File: config.mk
export PLATFORM = sky130hd
export DESIGN_NAME = space_reservation_admission_top
export DESIGN_NICKNAME = d
export VERILOG_FILES = /design/src/sv/sra_pkg.sv /design/src/sv/sra_ctrl.sv /design/src/sv/sra_dp.sv /design/src/sv/space_reservation_admission_top.sv
export SDC_FILE = /design/constraint.sdc
export NUM_CORES = 2
export LEC_CHECK = 0
export BUFFER_PORTS_ARGS = -buffer_cell sky130_fd_sc_hd__clkbuf_2
export CAP_MARGIN = 20
export CORE_ASPECT_RATIO = 0.75
export CORE_MARGIN = 5
export CORE_UTILIZATION = 63
export DETAILED_ROUTE_END_ITERATION = 6
export PLACE_DENSITY_LB_ADDON = 0.1
export RECOVER_POWER = 100
export REMOVE_ABC_BUFFERS = 1
export SKIP_CTS_REPAIR_TIMING = 1
export SYNTH_ARGS = -nofsm -noshare
export SYNTH_HDL_FRONTEND = slang
export SYNTH_SLANG_ARGS = --single-unit
export TNS_END_PERCENT = 30
File: constraint.sdc
create_clock -name aclk -period 12.3 [get_ports aclk]
set_input_delay 0.615 -clock aclk [delete_from_list [all_inputs] [get_ports aclk]]
set_output_delay 0.615 -clock aclk [all_outputs]
set_load 0.01 [all_outputs]
File: src/sv/sra_pkg.sv
// ----------------------------------------------------------------------------
// Space reservation admission package
// Shared widths, codes, payload types and controller/datapath interface types.
// ----------------------------------------------------------------------------
package sra_pkg;

    localparam int QUEUE_DEPTH = 16;
    localparam int BYTE_BITS   = 48;
    localparam int TAG_BITS    = 8;

    localparam int IDX_W  = (QUEUE_DEPTH > 1) ? $clog2(QUEUE_DEPTH) : 1;
    localparam int CNT_W  = $clog2(QUEUE_DEPTH + 1);
    localparam int SUM_W  = BYTE_BITS + 2;
    localparam int CMD_W  = 2;
    localparam int KIND_W = 3;

    localparam logic [CMD_W-1:0] CMD_REQUEST = 2'd0;
    localparam logic [CMD_W-1:0] CMD_RELEASE = 2'd1;
    localparam logic [CMD_W-1:0] CMD_STATS   = 2'd2;

    localparam logic [KIND_W-1:0] KIND_GRANTED  = 3'd0;
    localparam logic [KIND_W-1:0] KIND_QUEUED   = 3'd1;
    localparam logic [KIND_W-1:0] KIND_REJECTED = 3'd2;
    localparam logic [KIND_W-1:0] KIND_WOKEN    = 3'd3;
    localparam logic [KIND_W-1:0] KIND_DONE     = 3'd4;

    typedef struct packed {
        logic [CMD_W-1:0]     cmd;
        logic [BYTE_BITS-1:0] amount;
        logic [TAG_BITS-1:0]  task_id;
        logic                 stat_ok;
        logic [BYTE_BITS-1:0] total_size;
        logic [BYTE_BITS-1:0] free_bytes;
    } sra_in_t;

    typedef struct packed {
        logic [KIND_W-1:0]    kind;
        logic [TAG_BITS-1:0]  tag;
        logic [CNT_W-1:0]     pending;
        logic [BYTE_BITS-1:0] available;
        logic                 last;
    } sra_out_t;

    typedef struct packed {
        logic [BYTE_BITS-1:0] amount;
        logic [TAG_BITS-1:0]  task_id;
    } sra_entry_t;

    typedef enum logic [1:0] {
        EMIT_DECIDE,
        EMIT_WOKEN,
        EMIT_DONE
    } sra_emit_sel_t;

    typedef enum logic [3:0] {
        ST_IDLE,
        ST_APPLY,
        ST_PREP,
        ST_SUM,
        ST_DECIDE,
        ST_RESULT,
        ST_WALK_RD,
        ST_WALK_CHK,
        ST_HEAD_RD,
        ST_WOKEN,
        ST_DONE
    } sra_state_t;

    typedef struct packed {
        logic          load;
        logic          apply;
        logic          prep;
        logic          sum;
        logic          decide;
        logic          rd_walk;
        logic          step;
        logic          rd_head;
        logic          pop;
        logic          emit;
        sra_emit_sel_t emit_sel;
    } sra_ctl_t;

    typedef struct packed {
        logic [CMD_W-1:0] cmd;
        logic             fit;
        logic             walk_end;
        logic             walk_none;
        logic             out_free;
    } sra_sts_t;

endpackage

File: src/sv/sra_ctrl.sv
// ----------------------------------------------------------------------------
// Space reservation admission controller
// Sequences apply, limit setup, admission decision, queue walk and result emit.
// ----------------------------------------------------------------------------
module sra_ctrl
    import sra_pkg::*;
(
    input  logic     aclk,
    input  logic     aresetn,
    input  logic     s_valid,
    output logic     s_ready,
    input  sra_sts_t sts,
    output sra_ctl_t ctl
);

    sra_state_t state_reg, state_next;

    always_ff @(posedge aclk) begin
        if (!aresetn) begin
            state_reg <= ST_IDLE;
        end else begin
            state_reg <= state_next;
        end
    end

    always_comb begin
        state_next = state_reg;
        ctl        = '0;
        ctl.emit_sel = EMIT_DONE;
        s_ready    = 1'b0;
        case (state_reg)
            ST_IDLE: begin
                s_ready  = 1'b1;
                ctl.load = s_valid;
                if (s_valid) begin
                    state_next = ST_APPLY;
                end
            end
            ST_APPLY: begin
                ctl.apply = 1'b1;
                if (sts.cmd == CMD_REQUEST || sts.cmd == CMD_RELEASE) begin
                    state_next = ST_PREP;
                end else begin
                    state_next = ST_DONE;
                end
            end
            ST_PREP: begin
                ctl.prep   = 1'b1;
                state_next = ST_SUM;
            end
            ST_SUM: begin
                ctl.sum = 1'b1;
                if (sts.cmd == CMD_REQUEST) begin
                    state_next = ST_DECIDE;
                end else begin
                    state_next = ST_WALK_RD;
                end
            end
            ST_DECIDE: begin
                ctl.decide = 1'b1;
                state_next = ST_RESULT;
            end
            ST_RESULT: begin
                ctl.emit_sel = EMIT_DECIDE;
                if (sts.out_free) begin
                    ctl.emit   = 1'b1;
                    state_next = ST_IDLE;
                end
            end
            ST_WALK_RD: begin
                if (sts.walk_end) begin
                    state_next = ST_HEAD_RD;
                end else begin
                    ctl.rd_walk = 1'b1;
                    state_next  = ST_WALK_CHK;
                end
            end
            ST_WALK_CHK: begin
                if (sts.fit) begin
                    ctl.step   = 1'b1;
                    state_next = ST_WALK_RD;
                end else begin
                    state_next = ST_HEAD_RD;
                end
            end
            ST_HEAD_RD: begin
                if (sts.walk_none) begin
                    state_next = ST_DONE;
                end else begin
                    ctl.rd_head = 1'b1;
                    state_next  = ST_WOKEN;
                end
            end
            ST_WOKEN: begin
                ctl.emit_sel = EMIT_WOKEN;
                if (sts.out_free) begin
                    ctl.emit   = 1'b1;
                    ctl.pop    = 1'b1;
                    state_next = ST_HEAD_RD;
                end
            end
            ST_DONE: begin
                ctl.emit_sel = EMIT_DONE;
                if (sts.out_free) begin
                    ctl.emit   = 1'b1;
                    state_next = ST_IDLE;
                end
            end
            default: begin
                state_next = ST_IDLE;
            end
        endcase
    end

endmodule

File: src/sv/sra_dp.sv
// ----------------------------------------------------------------------------
// Space reservation admission datapath
// Statistics, reservation, admission adder, wait queue memory, output register.
// ----------------------------------------------------------------------------
module sra_dp
    import sra_pkg::*;
(
    input  logic                 aclk,
    input  logic                 aresetn,
    input  sra_in_t              s_item,
    input  logic                 cfg_we,
    input  logic [BYTE_BITS-1:0] cfg_data,
    input  logic                 m_ready,
    output logic                 m_valid,
    output sra_out_t             m_item,
    input  sra_ctl_t             ctl,
    output sra_sts_t             sts
);

    localparam logic [IDX_W:0]   DEPTH_X  = (IDX_W + 1)'(QUEUE_DEPTH);
    localparam logic [IDX_W-1:0] LAST_IDX = IDX_W'(QUEUE_DEPTH - 1);
    localparam logic [CNT_W-1:0] DEPTH_C  = CNT_W'(QUEUE_DEPTH);

    function automatic logic [IDX_W-1:0] inc_idx(input logic [IDX_W-1:0] p);
        return (p == LAST_IDX) ? '0 : p + 1'b1;
    endfunction

    logic [BYTE_BITS-1:0] min_free_reg, min_free_next;
    logic [BYTE_BITS-1:0] size_reg, size_next;
    logic [BYTE_BITS-1:0] free_reg, free_next;
    logic [BYTE_BITS-1:0] reserved_reg, reserved_next;
    logic [BYTE_BITS-1:0] inuse_reg, inuse_next;
    logic [BYTE_BITS-1:0] limit_reg, limit_next;
    logic                 lim_ok_reg, lim_ok_next;
    logic [SUM_W-1:0]     need_reg, need_next;
    logic [IDX_W-1:0]     head_reg, head_next;
    logic [IDX_W-1:0]     ptr_reg, ptr_next;
    logic [CNT_W-1:0]     count_reg, count_next;
    logic [CNT_W-1:0]     walk_n_reg, walk_n_next;
    sra_in_t              item_reg, item_next;
    logic [KIND_W-1:0]    dec_kind_reg, dec_kind_next;
    logic                 m_valid_reg, m_valid_next;
    sra_out_t             m_item_reg, m_item_next;

    sra_entry_t           mem [QUEUE_DEPTH];
    sra_entry_t           rd_reg;

    logic [BYTE_BITS-1:0] cand_amt;
    logic [BYTE_BITS-1:0] avail;
    logic [SUM_W-1:0]     cand_sum;
    logic [IDX_W:0]       tail_sum;
    logic [IDX_W:0]       tail_wrap;
    logic [IDX_W-1:0]     tail;
    logic [IDX_W-1:0]     rd_addr;
    logic                 mem_we;
    logic                 mem_re;
    logic                 fit;
    logic                 out_free;

    assign cand_amt  = ctl.decide ? item_reg.amount : rd_reg.amount;
    assign cand_sum  = need_reg + SUM_W'(cand_amt);
    assign fit       = lim_ok_reg && (cand_sum <= SUM_W'(limit_reg));
    assign avail     = (free_reg > reserved_reg) ? free_reg - reserved_reg : '0;
    assign out_free  = !m_valid_reg || m_ready;
    assign tail_sum  = {1'b0, head_reg} + (IDX_W + 1)'(count_reg);
    assign tail_wrap = (tail_sum >= DEPTH_X) ? tail_sum - DEPTH_X : tail_sum;
    assign tail      = tail_wrap[IDX_W-1:0];
    assign rd_addr   = ctl.rd_head ? head_reg : ptr_reg;
    assign mem_re    = ctl.rd_walk || ctl.rd_head;

    always_comb begin
        min_free_next = min_free_reg;
        size_next     = size_reg;
        free_next     = free_reg;
        reserved_next = reserved_reg;
        inuse_next    = inuse_reg;
        limit_next    = limit_reg;
        lim_ok_next   = lim_ok_reg;
        need_next     = need_reg;
        head_next     = head_reg;
        ptr_next      = ptr_reg;
        count_next    = count_reg;
        walk_n_next   = walk_n_reg;
        item_next     = item_reg;
        dec_kind_next = dec_kind_reg;
        m_valid_next  = m_valid_reg;
        m_item_next   = m_item_reg;
        mem_we        = 1'b0;

        if (cfg_we) begin
            min_free_next = cfg_data;
        end
        if (ctl.load) begin
            item_next = s_item;
        end
        if (ctl.apply) begin
            if (item_reg.cmd == CMD_RELEASE) begin
                reserved_next = (item_reg.amount >= reserved_reg) ? '0 :
                                reserved_reg - item_reg.amount;
            end
            if ((item_reg.cmd == CMD_RELEASE || item_reg.cmd == CMD_STATS) &&
                item_reg.stat_ok) begin
                size_next = item_reg.total_size;
                free_next = item_reg.free_bytes;
            end
        end
        if (ctl.prep) begin
            inuse_next  = (size_reg >= free_reg) ? size_reg - free_reg : '0;
            limit_next  = size_reg - min_free_reg;
            lim_ok_next = (min_free_reg <= size_reg);
            walk_n_next = '0;
            ptr_next    = head_reg;
        end
        if (ctl.sum) begin
            need_next = SUM_W'(inuse_reg) + SUM_W'(reserved_reg);
        end
        if (ctl.decide) begin
            if (fit) begin
                reserved_next = reserved_reg + item_reg.amount;
                dec_kind_next = KIND_GRANTED;
            end else if (count_reg < DEPTH_C) begin
                mem_we        = 1'b1;
                count_next    = count_reg + 1'b1;
                dec_kind_next = KIND_QUEUED;
            end else begin
                dec_kind_next = KIND_REJECTED;
            end
        end
        if (ctl.step) begin
            need_next   = cand_sum;
            walk_n_next = walk_n_reg + 1'b1;
            ptr_next    = inc_idx(ptr_reg);
        end
        if (ctl.pop) begin
            head_next   = inc_idx(head_reg);
            count_next  = count_reg - 1'b1;
            walk_n_next = walk_n_reg - 1'b1;
        end

        if (m_valid_reg && m_ready) begin
            m_valid_next = 1'b0;
        end
        if (ctl.emit) begin
            m_valid_next          = 1'b1;
            m_item_next.pending   = count_reg - walk_n_reg;
            m_item_next.available = avail;
            case (ctl.emit_sel)
                EMIT_DECIDE: begin
                    m_item_next.kind = dec_kind_reg;
                    m_item_next.tag  = item_reg.task_id;
                    m_item_next.last = 1'b1;
                end
                EMIT_WOKEN: begin
                    m_item_next.kind = KIND_WOKEN;
                    m_item_next.tag  = rd_reg.task_id;
                    m_item_next.last = 1'b0;
                end
                default: begin
                    m_item_next.kind = KIND_DONE;
                    m_item_next.tag  = '0;
                    m_item_next.last = 1'b1;
                end
            endcase
        end
    end

    always_ff @(posedge aclk) begin
        if (!aresetn) begin
            min_free_reg <= '0;
            size_reg     <= '0;
            free_reg     <= '0;
            reserved_reg <= '0;
            head_reg     <= '0;
            count_reg    <= '0;
            walk_n_reg   <= '0;
            m_valid_reg  <= 1'b0;
        end else begin
            min_free_reg <= min_free_next;
            size_reg     <= size_next;
            free_reg     <= free_next;
            reserved_reg <= reserved_next;
            head_reg     <= head_next;
            count_reg    <= count_next;
            walk_n_reg   <= walk_n_next;
            m_valid_reg  <= m_valid_next;
        end
    end

    always_ff @(posedge aclk) begin
        inuse_reg    <= inuse_next;
        limit_reg    <= limit_next;
        lim_ok_reg   <= lim_ok_next;
        need_reg     <= need_next;
        ptr_reg      <= ptr_next;
        item_reg     <= item_next;
        dec_kind_reg <= dec_kind_next;
        m_item_reg   <= m_item_next;
    end

    always_ff @(posedge aclk) begin
        if (mem_we) begin
            mem[tail] <= '{amount: item_reg.amount, task_id: item_reg.task_id};
        end
        if (mem_re) begin
            rd_reg <= mem[rd_addr];
        end
    end

    assign m_valid       = m_valid_reg;
    assign m_item        = m_item_reg;
    assign sts.cmd       = item_reg.cmd;
    assign sts.fit       = fit;
    assign sts.walk_end  = (walk_n_reg == count_reg);
    assign sts.walk_none = (walk_n_reg == '0);
    assign sts.out_free  = out_free;

`ifndef NO_ASSERTIONS
    a_count_bound: assert property (@(posedge aclk) disable iff (!aresetn)
        count_reg <= DEPTH_C)
        else $error("wait count beyond queue depth");

    a_walk_bound: assert property (@(posedge aclk) disable iff (!aresetn)
        walk_n_reg <= count_reg)
        else $error("walk count beyond wait count");

    a_head_bound: assert property (@(posedge aclk) disable iff (!aresetn)
        {1'b0, head_reg} < DEPTH_X)
        else $error("queue head out of range");

    a_final_clean: assert property (@(posedge aclk) disable iff (!aresetn)
        (ctl.emit && ctl.emit_sel != EMIT_WOKEN) |-> (walk_n_reg == '0))
        else $error("final result with woken requests still unsent");

    a_pop_nonempty: assert property (@(posedge aclk) disable iff (!aresetn)
        ctl.pop |-> (count_reg != '0 && walk_n_reg != '0))
        else $error("pop from empty queue");
`endif

endmodule

File: src/sv/space_reservation_admission_top.sv
// ----------------------------------------------------------------------------
// Space reservation admission top level
// Admission control for storage space with a wait queue of requests.
// ----------------------------------------------------------------------------
// Request: apply, limit setup, sum, decide and result states after accept.
// Statistics item: apply and done states. Next item is taken only in idle.
// Release: apply, limit setup, sum, then a read and check per entry checked,
// a head read and woken state per woken request, a final head read and done;
// walk and wake share the single read port of the wait queue memory.
// Each result waits while the output register holds an unaccepted one.
// Reset clears statistics, reservation and queue pointers; no clearing pass.
// ----------------------------------------------------------------------------
module space_reservation_admission_top
    import sra_pkg::*;
(
    input  logic                 aclk,
    input  logic                 aresetn,
    input  logic                 s_valid,
    output logic                 s_ready,
    input  sra_in_t              s_item,
    output logic                 m_valid,
    input  logic                 m_ready,
    output sra_out_t             m_item,
    input  logic                 cfg_valid,
    output logic                 cfg_ready,
    input  logic [BYTE_BITS-1:0] cfg_data
);

    sra_ctl_t ctl;
    sra_sts_t sts;

    assign cfg_ready = 1'b1;

    sra_ctrl u_ctrl (
        .aclk    (aclk),
        .aresetn (aresetn),
        .s_valid (s_valid),
        .s_ready (s_ready),
        .sts     (sts),
        .ctl     (ctl)
    );

    sra_dp u_dp (
        .aclk     (aclk),
        .aresetn  (aresetn),
        .s_item   (s_item),
        .cfg_we   (cfg_valid && cfg_ready),
        .cfg_data (cfg_data),
        .m_ready  (m_ready),
        .m_valid  (m_valid),
        .m_item   (m_item),
        .ctl      (ctl),
        .sts      (sts)
    );

endmodule

==> impl_results.md <==
- Sequential share of the synthesized area: 0.563
- Critical path arrival: 10.59 ns
- DR DRC count: 0
- Clock root buffer: clkbuf_16
- Sequential cell area: 44000 sq um
- Worst slew pin tran: 3.71 ns
- I/O Buffers: 274
- Top cell type's share of synthesized area: 0.509
- CP Launch Type: flop
- Setup violators final: 0
- Slowest stage delay, CP: 0.99 ns
- Final ANT Viol Nets: 0
- Setup_tns: 0 ns
- Dpl hpwl: 141000 um
- Final worst-path cycle share: 0.828
- Slew Viols, Final: 1128
- Initial antenna violation count: 1
- Cell family with the largest share of critical-path delay: simple AND/OR/NAND/NOR gates
- # Max-Cap Violations: 20
- Max reg flops: 896
- Main synth FF type: edfxtp_1
- Synthesized-area fraction occupied by xor and xnor cells: 0.0327
- Clock tree from TritonCTS: built
- Core Box Area: 124000 sq um
- Fin. Hold Viols: 0
- Worst reg2reg path depth: 29
- Area grow syn2layout: 10.8%
- DR vias/cell: 6.31
- Fin worst setup slack: 2.12 ns
- Sw Share: 0.374
- EDFF count, synth: 1325
- Hold-critical path depth: 1
- Fillers: 9060
- Power share of the combinational group: 0.373
- Via count: just under 60000
- Mapped Area: 78200 sq um
- Post-synthesis mux area share: 0.00974
- Simple-gate share of the synthesized area: 0.119
- Relative slew slack: -1.47
- Worst path required time: roughly 13 ns
- Seq pwr share: 0.386
- Congestion Overflow GR: 0
- Crit path max fanout: 55
- Synth warnings: 0
- Setup CP Type: flop to flop
- Tightest Hold Check Type: primary input to flop
- Critical path launch point: u_ctrl.state_reg[2]
- Mapped Avg Cell Area: between 10 and 15 sq um
- CP Capture Type: flop
- Unique cell type count in the Yosys netlist: 98
- Reg-to-reg slack, setup: 2.12 ns
- Vias in the first global route: 53500
- RSZ-0062 raised after global routing: no
- Routed len/inst: 23.3 um
- Total clock sinks: about 1500
- DRT iter0 DRCs: 6614
- Worst Hold Launch: s_item[67]
- Reg2reg end: u_dp.mem[3][30]
- Initial Utilization: 0.632
- # nets final: 7987
- Synth Area in Adders: 0.0665
- Post-synth top cells: edfxtp_1 (1325), nand2_1 (940), a21oi_1 (602)
- Clk_lat worst skew: 0.79 ns
- Synth area leader: edfxtp_1
- CP max stage cell: nand2_1
- Ports: about 280
- H-tree levels: 4
- Multi-input gate area: 31400 sq um
- Compound-cell area share of the yosys netlist: 0.171
- Number of synthesized register bits: 1536
- Clock power frac: 0.241
- Post-synth ARST share: 0
- Setup Skew: between 0.02 and 0.03 ns
- Num CTS Buffers: roughly 150
- Worst IR Drop VDD: 185 uV
- Tot GR Track Use: 0.314
- CP Buf/Inv Count: 2
- Clk slew on worst S/H paths: 0.06 ns
- Tmin final: 10.18 ns
- Outcome: complete, but fails checks
- First-pass GRT wire length: 318000 um
- Die Ht: about 320 um
- Routed WL: ~210000 um
- Largest family of logic cells by synthesized area: compound AO/OA/AOI/OAI gates
- Top-count cell post-synth: edfxtp_1
- Die area: about 130000 sq um
- FP Rows: 112
- Post-Syn Instances: 7117
- Worst r2r src: u_ctrl.state_reg[2]
- Drt first pass iters: 6
- Routability cong.: about 0.97
- Worst Hold End: u_dp.item_reg[67]
- Failing checks: max-capacitance violations, max-slew violations
- Max frequency: ~98 MHz
- Die Span X: 417 um
- Most frequent CP cell: nand2_1
- Share of layout cells above drive strength 1: 0.0717
- Power per cell area: about 210 nW/um^2
- P_leak: 0.0322 uW
- Clock Path Buffers: 3
- Post-placement worst setup slack: 3.27 ns
- Synth top area cells: edfxtp_1 (51%), ha_1 (6.4%), dfxtp_1 (5.4%)
- P_int: about 12000 uW
- Sw Pwr: 6880 uW
- Pin count of the biggest net entering global routing: 167
==> worst reg2reg max path, delay by kind of cell (launching register included) <==
family,cells,cell delay [ns]
flops,1,0.52
buf+inv,2,1.59
fa+ha+maj,2,0.59
compound gates,7,1.58
xor+xnor,1,0.16
simple gates,17,5.33
==> cells in the final DEF, fill, tap and decap left out, types with 74 or more instances in the layout <==
| master | netlist | final |
|---|---|---|
| edfxtp_1 | 1325 | 1325 |
| nor2_1 | 364 | 347 |
| a21o_1 | 155 | 155 |
| and2_1 | 230 | 226 |
| xor2_1 | 102 | 102 |
| nor3_1 | 74 | 74 |
| inv_1 | 389 | 388 |
| o21ai_0 | 248 | 249 |
| clkbuf_1 | 324 | 161 |
| clkbuf_2 | 0 | 185 |
| a211oi_1 | 345 | 352 |
| ha_1 | 400 | 400 |
| clkbuf_16 | 0 | 150 |
| dfxtp_1 | 211 | 211 |
| xnor2_1 | 190 | 190 |
| a21oi_1 | 602 | 602 |
| nand2_1 | 940 | 941 |
| a311oi_1 | 127 | 127 |
| nand3_1 | 96 | 95 |
| dlygate4sd3_1 | 0 | 131 |
| a31oi_1 | 149 | 149 |
==> worst max-delay path by stage <==
stage                            to  slack (ns)  cells past startpoint
global placement    u_dp.mem[3][15]        3.51                     29
detailed placement   u_dp.mem[3][8]        3.27                     29
global route        u_dp.mem[3][30]        1.33                     29
finish              u_dp.mem[3][30]        2.12                     29
CTS                 u_dp.mem[3][30]        3.25                     29
floorplan            u_dp.rd_reg[0]       -7.50                     10
==> layer usage <==
layer  vias to the layer above  GRT usage  wire length [um]
li1                      26900          -                 -
met1                     28000      0.477             94700
met5                         -          0                 0
met4                         0     0.0854              5520
met3                       346     0.0516             18100
met2                      2487      0.471             95100
==> cell type report <==
class                   instances  share of cell area
diodes                          1           0.0000289
well taps                    1653              0.0239
inverters                     392              0.0170
repair buffers                481              0.0355
clock buffers                 199              0.0464
clock inverters                70             0.00713
flip-flops and latches       1536               0.508
multi-input cells            4811               0.362
==> cells by family (layout without fill, tap and decap cells) <==
logic type | count (synthesis) | in the layout
other cells | 2 | 3
buf+inv | 770 | 1142
fa+ha+maj | 410 | 410
mux | 74 | 74
simple gates | 2021 | 2021
compound gates | 2012 | 2012
xor+xnor | 292 | 292
flops | 1536 | 1536
==> metrics by stage <==
step	total power, uW	hold WS [ns]	instance area [sq um]	std cells	util
2_1_floorplan	12100	0.436	76700	6739	-
3_3_place_gp	13800	0.448	81000	8739	0.654
5_1_grt	19400	-0.00306	86700	9142	0.700
3_5_place_dp	13900	0.450	81000	8740	0.654
6_report	18400	0.0217	86700	9143	0.700
4_1_cts	18300	-0.0508	85700	9009	0.692
==> power groups by stage <==
stage / Sequential (uW) / Combinational (uW) / Clock, uW
2_1_floorplan: 7110 / 5010 / 0
3_3_place_gp: 7160 / 6610 / 0
3_5_place_dp: 7170 / 6690 / 0
4_1_cts: 7060 / 6740 / 4490
5_1_grt: 7150 / 7500 / 4730
6_report: 7100 / 6860 / 4440
Note: power is estimated with default switching activity, not from simulation.
